`config.mk`:
```
export PLATFORM = sky130hd
export DESIGN_NAME = sobel_ctrl
export DESIGN_NICKNAME = d
export VERILOG_FILES = /design/src/sv/sobel_pkg.sv /design/src/sv/sobel_ctrl.sv
export SDC_FILE = /design/constraint.sdc
export NUM_CORES = 1
export LEC_CHECK = 0
export BUFFER_PORTS_ARGS = -buffer_cell sky130_fd_sc_hd__buf_4
export CORE_AREA = 2 2 39 41
export CTS_CLUSTER_DIAMETER = 30
export DETAILED_ROUTE_END_ITERATION = 12
export DIE_AREA = 0 0 41 43
export SLEW_MARGIN = 20
export SYNTH_ARGS = -nofsm -noshare
export SYNTH_HDL_FRONTEND = slang
export SYNTH_SLANG_ARGS = --single-unit
```
`constraint.sdc`:
```
create_clock -name clk -period 0.9 [get_ports clk]
set_input_delay 0.135 -clock clk [delete_from_list [all_inputs] [get_ports clk]]
set_output_delay 0.135 -clock clk [all_outputs]
set_load 0.01 [all_outputs]
```
`src/sv/sobel_pkg.sv`:
```
// sobel_pkg: shared constants, types and helpers for the sobel edge block
// no dependencies; used by sobel_ctrl, sobel_dp and sobel_edge_threshold
package sobel_pkg;

    // line store geometry
    localparam int MAX_WIDTH  = 256;
    localparam int MAX_HEIGHT = 256;
    localparam int COL_W      = $clog2(MAX_WIDTH);
    localparam int ROW_W      = $clog2(MAX_HEIGHT);

    // field widths
    localparam int PIX_W  = 8;
    localparam int DIM_W  = 9;
    localparam int THR_W  = 11;
    localparam int MAG_W  = 11;

    // compare width for positions against clamped sizes
    localparam int POS_W  = (COL_W + 1 > DIM_W) ? COL_W + 1 : DIM_W;
    localparam int CMP_W  = (POS_W > ROW_W + 1) ? POS_W : ROW_W + 1;

    // gradient arithmetic
    localparam int SUM_W      = PIX_W + 4;
    localparam int ABS_W      = SUM_W - 1;
    localparam int SQ_W       = 2 * ABS_W;
    localparam int ROOT_STEPS = SQ_W / 2;
    localparam int MAG_MAX    = 1442;

    // configuration port
    localparam int CFG_IDX_W  = 2;
    localparam int CFG_DATA_W = 11;

    localparam logic [CFG_IDX_W-1:0] REG_WIDTH  = 2'd0;
    localparam logic [CFG_IDX_W-1:0] REG_HEIGHT = 2'd1;
    localparam logic [CFG_IDX_W-1:0] REG_THRESH = 2'd2;

    localparam logic [DIM_W-1:0] WIDTH_RESET  = 9'd255;
    localparam logic [DIM_W-1:0] HEIGHT_RESET = 9'd255;
    localparam logic [THR_W-1:0] THRESH_RESET = 11'd100;
    localparam logic [DIM_W-1:0] DIM_MIN      = 9'd3;

    // controller to datapath commands
    typedef struct packed {
        logic capture;
        logic advance;
        logic grad;
        logic square_x;
        logic square_y;
        logic root_step;
        logic load_out;
    } sobel_cmd_t;

    // datapath to controller status
    typedef struct packed {
        logic has_result;
        logic root_last;
        logic out_free;
    } sobel_status_t;

    // zero-extend a pixel into the signed gradient width
    function automatic logic signed [SUM_W-1:0] to_sum(input logic [PIX_W-1:0] p);
        return $signed({{(SUM_W-PIX_W){1'b0}}, p});
    endfunction

endpackage

```
`src/sv/sobel_ctrl.sv`:
```
// sobel_ctrl: sequencer for one pixel transaction through the datapath
// depends on sobel_pkg
module sobel_ctrl (
    input  logic                     clk,
    input  logic                     rst_n,
    input  logic                     in_valid,
    output logic                     in_ready,
    input  sobel_pkg::sobel_status_t status,
    output sobel_pkg::sobel_cmd_t    cmd
);

    localparam logic [2:0] S_IDLE = 3'd0;
    localparam logic [2:0] S_WIN  = 3'd1;
    localparam logic [2:0] S_GRAD = 3'd2;
    localparam logic [2:0] S_SQX  = 3'd3;
    localparam logic [2:0] S_SQY  = 3'd4;
    localparam logic [2:0] S_ROOT = 3'd5;
    localparam logic [2:0] S_OUT  = 3'd6;
    localparam logic [2:0] S_SPARE = 3'd7;

    logic [2:0] state_reg;
    logic [2:0] state_next;

    always_comb
    begin
        state_next = state_reg;
        cmd        = '0;
        in_ready   = 1'b0;
        unique case (state_reg)
            S_IDLE:
            begin
                in_ready    = 1'b1;
                cmd.capture = in_valid;
                if (in_valid)
                begin
                    state_next = S_WIN;
                end
            end
            S_WIN:
            begin
                // line store data is valid here
                cmd.advance = 1'b1;
                state_next  = status.has_result ? S_GRAD : S_IDLE;
            end
            S_GRAD:
            begin
                cmd.grad   = 1'b1;
                state_next = S_SQX;
            end
            S_SQX:
            begin
                cmd.square_x = 1'b1;
                state_next   = S_SQY;
            end
            S_SQY:
            begin
                cmd.square_y = 1'b1;
                state_next   = S_ROOT;
            end
            S_ROOT:
            begin
                cmd.root_step = 1'b1;
                if (status.root_last)
                begin
                    state_next = S_OUT;
                end
            end
            S_OUT:
            begin
                // hold until the output register is free
                if (status.out_free)
                begin
                    cmd.load_out = 1'b1;
                    state_next   = S_IDLE;
                end
            end
            S_SPARE:
            begin
                state_next = S_IDLE;
            end
            default:
            begin
                state_next = S_IDLE;
            end
        endcase
    end

    always_ff @(posedge clk or negedge rst_n)
    begin
        if (!rst_n)
        begin
            state_reg <= S_IDLE;
        end
        else
        begin
            state_reg <= state_next;
        end
    end

`ifndef NO_ASSERTIONS
    a_accept_to_win: assert property (@(posedge clk) disable iff (!rst_n)
        (state_reg == S_IDLE && in_valid) |=> (state_reg == S_WIN))
        else $error("accepted transaction did not reach the window step");

    a_root_length: assert property (@(posedge clk) disable iff (!rst_n)
        $rose(state_reg == S_ROOT) |-> ##(sobel_pkg::ROOT_STEPS) (state_reg == S_OUT))
        else $error("square root did not take the expected number of steps");

    a_no_spare: assert property (@(posedge clk) disable iff (!rst_n)
        (state_reg != S_SPARE) |=> (state_reg != S_SPARE))
        else $error("controller entered an unused state");
`endif

endmodule

```
==> impl_metrics.csv, run 1 <==
group,metric,value,unit
floorplan,core_area,0.001384,mm2
grt,overflow,0,
sta,fmax,780.0,MHz
clock_tree,cts_root_buffer,"clkbuf_4",
detailed_routing,first_pass_iters,2,
sta,relSlewSlack,86.19,%
floorplan,dieHeight,43,um
floorplan,die_w,41,um
clock_tree,cts.sinks,3,
sta,finalClockSkew,0.5107,ps
run_status,run_status,"finished, violations left",
clock_tree,clk_pin_slew_worst_paths,40,ps
sta,period_needed,1282,ps
final_layout,diodes,0,
worst_hold_path,hold_class,"input pin to flop",
final_layout,final_cells,72,
worst_setup_path,start_kind,"flop",
synth,async_reset_ff_share,100.0,%
sta,worst_slew_pin_slew,207.1,ps
place,dp_cells,61,
pwr,total_power,2.131,mW
final_layout,fillers,139,
worst_setup_path,r2r_end,"state_reg[1]",
detailed_routing,vias_per_cell,4.583,
detailed_routing,initialDrtViolationCount,2,
detailed_routing,wl_per_cell,11.51,um
clock_tree,h-tree-depth,1,
job,drv_cap,0,
synth,yosys_register_bits,3,
worst_setup_path,regToRegStartpoint,"state_reg[2]",
place,dp_slack,-167.1,ps
grt,antenna_found_initial,0,
detailed_routing,ant_nets,0,
synth,synthTopCellsByCount,"buf_6, dfrtp_1, nor3_1",
synth,syn_area_per_cell,9.742,um2
pwr,ir_drop,1.527,mV
synth,seq_area_frac_synth,27.52,%
clock_tree,cts_made_buffers,3,
sta,setup_slack,-382.1,ps
synth,synth_cell_type_count,18,
place,place_congestion,0.7283,
sta,drv_slew,0,
floorplan,io_pins,14,
sta,setup_violations,11,
floorplan,start_util,19.71,%
sta,whs,91.17,ps
final_layout,drive_above_1_share,73.21,%
final_layout,final_util,42.41,%
grt,grt_pass1_vias,267,
synth,synth_area_leaders,"dfrtp_1, buf_6, a221oi_2",
synth,syn_area,272.8,um2
worst_hold_path,holdPathEnd,"state_reg[0]",
run_status,violations,"negative setup slack",
grt,grt_pass1_wl,1138,um
detailed_routing,dr_total_vias,330,
synth,yosys.area.top_type,"dfrtp_1",
grt,track_usage,10.18,%
synth,synth_top_cell_area_share,27.52,%
worst_setup_path,r2r_cells,5,
detailed_routing,routed_wl,829,um
worst_hold_path,holdPathStages,2,
sta,hold_violations,0,
detailed_routing,remaining_drc_errors,0,
synth,synth.net_count,34,
floorplan,die_area,0.001763,mm2
worst_setup_path,worstSetupPathType,"flop to primary output",
worst_setup_path,cp_max_fo,5,
pwr,p_per_area,3632,mW/mm2
synth,ys.flop_type,"dfrtp_1",
pwr,p_leak,0.2964,nW
worst_setup_path,critPathRequiredTime,760,ps
final_layout,nNetsFinal,63,
synth,ys_warn_count,0,
final_layout,syn_to_final_growth,115.1,%
sta,rsz0062_at_grt,"true",
place,dpl.hpwl,478.6,um
sta,min_period_over_period,142.5,%
worst_hold_path,hp-start,"status[1]",
worst_setup_path,crit_path_end_kind,"primary output",
clock_tree,cts_tree,"yes",
synth,syn_inst,28,
clock_tree,cts.path.max_buffers,2,
grt,grt_max_degree,13,
clock_tree,worstSkewPairLatency,240,ps
worst_setup_path,cp_data_arrival_time,1150,ps
floorplan,fp-row-count,14,
place,io_buffers,13,
final_layout,largest_reg_flops,3,
synth,synth_edf_count,0,
worst_setup_path,ff2ff_setup_slack,-280,ps
-- critical path, stage by stage (launching register included) --
cell	delay, ps
dfrtp_1	380
buf_6	140
nor4b_4	240
buf_4	150
-- power by group --
group / total (mW) / internal, mW / switching [mW]
combinational: 1.60 / 0.935 / 0.663
sequential: 0.292 / 0.207 / 0.0842
clock: 0.242 / 0.167 / 0.0756
total: 2.13 / 1.31 / 0.823
-- metrics by stage --
step / TNS, ps / cell area, um2
6_report: -3373 / 586.8
3_3_place_gp: -1282 / 452.9
3_5_place_dp: -1388 / 452.9
4_1_cts: -3403 / 520.5
2_1_floorplan: -558.8 / 304.0
5_1_grt: -3899 / 586.8
-- kinds of logic (layout without fill, tap and decap cells) --
group                  Yosys count  after routing  synth area share, %
buffers and inverters            5             33                15.14
DFF                              3              3                27.52
and+or+nand+nor                 12             12                28.90
AOI/OAI and AO/OA                8              8                28.44
-- worst max path at each step --
stage	to	slack [ps]	from
after floorplan	cmd[6]	-90	state_reg[0]
after CTS	cmd[6]	-390	state_reg[0]
after global routing	cmd[2]	-430	state_reg[1]
after detailed placement	state_reg[1]	-170	state_reg[0]
after global placement	state_reg[1]	-180	state_reg[0]
final	cmd[6]	-380	state_reg[0]
-- area by class of cell --
type / instances / area [um2] / area share, %
Clock buffer: 4 / 26.28 / 4.478
Sequential cell: 3 / 76.32 / 13.01
Timing Repair Buffer: 27 / 251.5 / 42.86
Multi-Input combinational cell: 20 / 205.2 / 34.97
Tap cell: 16 / 20.02 / 3.412
Inverter: 2 / 7.507 / 1.279
-- cells in the final DEF (no fill, tap or decap), types with 2 or more instances in the layout --
cell type and instances:
nor3b_2 2, dfrtp_1 2, buf_4 16, buf_6 9, clkbuf_4 3, nor3_2 3, a221oi_2 2
-- timing repair --
action / 4_1_cts / 5_1_grt
hold buffers: 1 / 0
pin swaps: 0 / 4
setup buffers: 2 / 4
resized for setup: 6 / 9
endpoints found under the hold margin: 3 / 0
endpoints found under the setup margin: 11 / 11
gates cloned: 0 / 0
-- routing by layer --
layer	wire [um]	track usage, %	up-vias
met2	423	13.75	11
met4	28	10.00	0
met5	0	0	-
li1	-	-	161
met3	45	1.571	4
met1	332	12.70	154
(Power assumes the default switching activity.)
==> inputs of run 2 (changes only) <==
RECOVER_POWER = 100   (was default)
==> run 2 against run 1 <==
The run still ends with negative setup slack left. Non-clock buffer count did not move. Flip-flop and latch count did not move. Clock-buffer cell count stayed put. Critical path type unchanged. Critical endpoint unchanged.
==> impl_metrics.csv, run 2 (same netlist as run 1, synthesis figures left out) <==
group,metric,value,unit
sta,min_period_over_period,142.5,%
final_layout,largest_reg_flops,3,
clock_tree,h-tree-depth,1,
detailed_routing,remaining_drc_errors,0,
final_layout,syn_to_final_growth,113.8,%
worst_setup_path,start_kind,"flop",
floorplan,core_area,0.001384,mm2
sta,hold_violations,0,
run_status,run_status,"finished, violations left",
floorplan,dieHeight,43,um
grt,track_usage,10.18,%
clock_tree,cts_root_buffer,"clkbuf_4",
detailed_routing,routed_wl,826,um
sta,setup_violations,11,
final_layout,post-route-cell-area,583.1,um2
worst_setup_path,critPathRequiredTime,760,ps
run_status,violations,"negative setup slack",
sta,worst_slew_pin_slew,207.1,ps
pwr,ir_drop,1.527,mV
clock_tree,cts_made_buffers,3,
grt,grt_pass1_wl,1138,um
final_layout,diodes,0,
pwr,p_leak,0.2928,nW
place,dpl_cell_area,452.9,um2
sta,fmax,780.0,MHz
final_layout,layout_commonest_cell,"buf_4",
floorplan,die_area,0.001763,mm2
place,dp_cells,61,
sta,tns,-3373,ps
floorplan,fp-row-count,14,
sta,finalClockSkew,0.4760,ps
pwr,p_per_area,3652,mW/mm2
detailed_routing,first_pass_iters,2,
sta,relSlewSlack,86.19,%
final_layout,drive_above_1_share,71.43,%
detailed_routing,initialDrtViolationCount,2,
worst_hold_path,hold_class,"input pin to flop",
clock_tree,worstSkewPairLatency,240,ps
final_layout,nNetsFinal,63,
worst_setup_path,cp_data_arrival_time,1150,ps
final_layout,final_cells,72,
floorplan,die_w,41,um
sta,setup_slack,-382.1,ps
sta,rsz0062_at_grt,"true",
place,dpl.hpwl,478.6,um
worst_setup_path,worstSetupPathType,"flop to primary output",
job,drv_cap,0,
place,place_congestion,0.7283,
sta,drv_slew,0,
worst_setup_path,crit_path_end_kind,"primary output",
final_layout,layout_common_cells,"buf_4, buf_6, nor3_2, clkbuf_4",
detailed_routing,wl_per_cell,11.47,um
final_layout,final_util,42.13,%
place,io_buffers,13,
clock_tree,clk_pin_slew_worst_paths,40,ps
grt,grt_pass1_vias,267,
grt,overflow,0,
worst_setup_path,cp_max_fo,5,
clock_tree,cts.sinks,3,
detailed_routing,vias_per_cell,4.597,
clock_tree,cts_tree,"yes",
floorplan,start_util,19.71,%
clock_tree,cts.path.max_buffers,2,
detailed_routing,ant_nets,0,
sta,period_needed,1282,ps
grt,antenna_found_initial,0,
floorplan,io_pins,14,
grt,grt_max_degree,13,
detailed_routing,dr_total_vias,331,
## run 2: cell types whose count changed in the layout (fill, tap and decap cells not counted), sizes merged
cell,delta
clkbuf,+1
buf,-1
## run 2: cell type report
class | instances | area, um2
Timing Repair Buffer | 27 | 247.7
Clock buffer | 4 | 26.28
Fill cell | 139 | 800.8
Sequential cell | 3 | 76.32
Multi-Input combinational cell | 20 | 205.2
Tap cell | 16 | 20.02
Inverter | 2 | 7.507
## run 2: worst max-delay path: stages (launching register included)
cell	delay, ps
dfrtp_1	380
buf_6	140
nor4b_4	240
buf_4	150
## run 2: repair_timing
item | 4_1_cts | 5_1_grt
gates resized for setup | 6 | 9
setup buffers | 2 | 4
pin swaps | 0 | 4
hold buffers | 1 | 0
setup endpoints to repair | 11 | 11
hold endpoints to repair | 3 | 0
## run 2: path summary, 6_finish.rpt
kind                                   start           end  slack (ps)  cells after the start
worst max register to register  state_reg[2]  state_reg[1]        -280                      5
worst min register to register  state_reg[1]  state_reg[0]         700                      2
worst min-delay path               status[1]  state_reg[0]          90                      2
worst max-delay path            state_reg[0]        cmd[6]        -380                      3
max in group asynchronous              rst_n  state_reg[1]         500                      2
min in group asynchronous              rst_n  state_reg[1]         230                      2
## run 2: through the flow
stage / hold slack (ps) / setup WS, ps / total power, mW
5_1_grt: 79.46 / -434.4 / 2.283
3_3_place_gp: -72.71 / -180.7 / 1.472
2_1_floorplan: -160.6 / -94.75 / 1.033
3_5_place_dp: -73.67 / -167.1 / 1.475
4_1_cts: 81.04 / -388.5 / 1.862
6_report: 91.13 / -382.1 / 2.129
## run 2: metal layers
metal,share of wire (%),GRT usage [%],vias up
met4,3.4,10.00,0
met5,0,0,-
met1,40,12.70,155
li1,-,-,161
met3,5.4,1.571,4
met2,51,13.75,11
## run 2: where the power goes
group          total [mW]  internal, mW  switching, mW
registers           0.291         0.207         0.0842
clock network       0.242         0.167         0.0756
logic                1.60         0.933          0.663
total                2.13          1.31          0.823
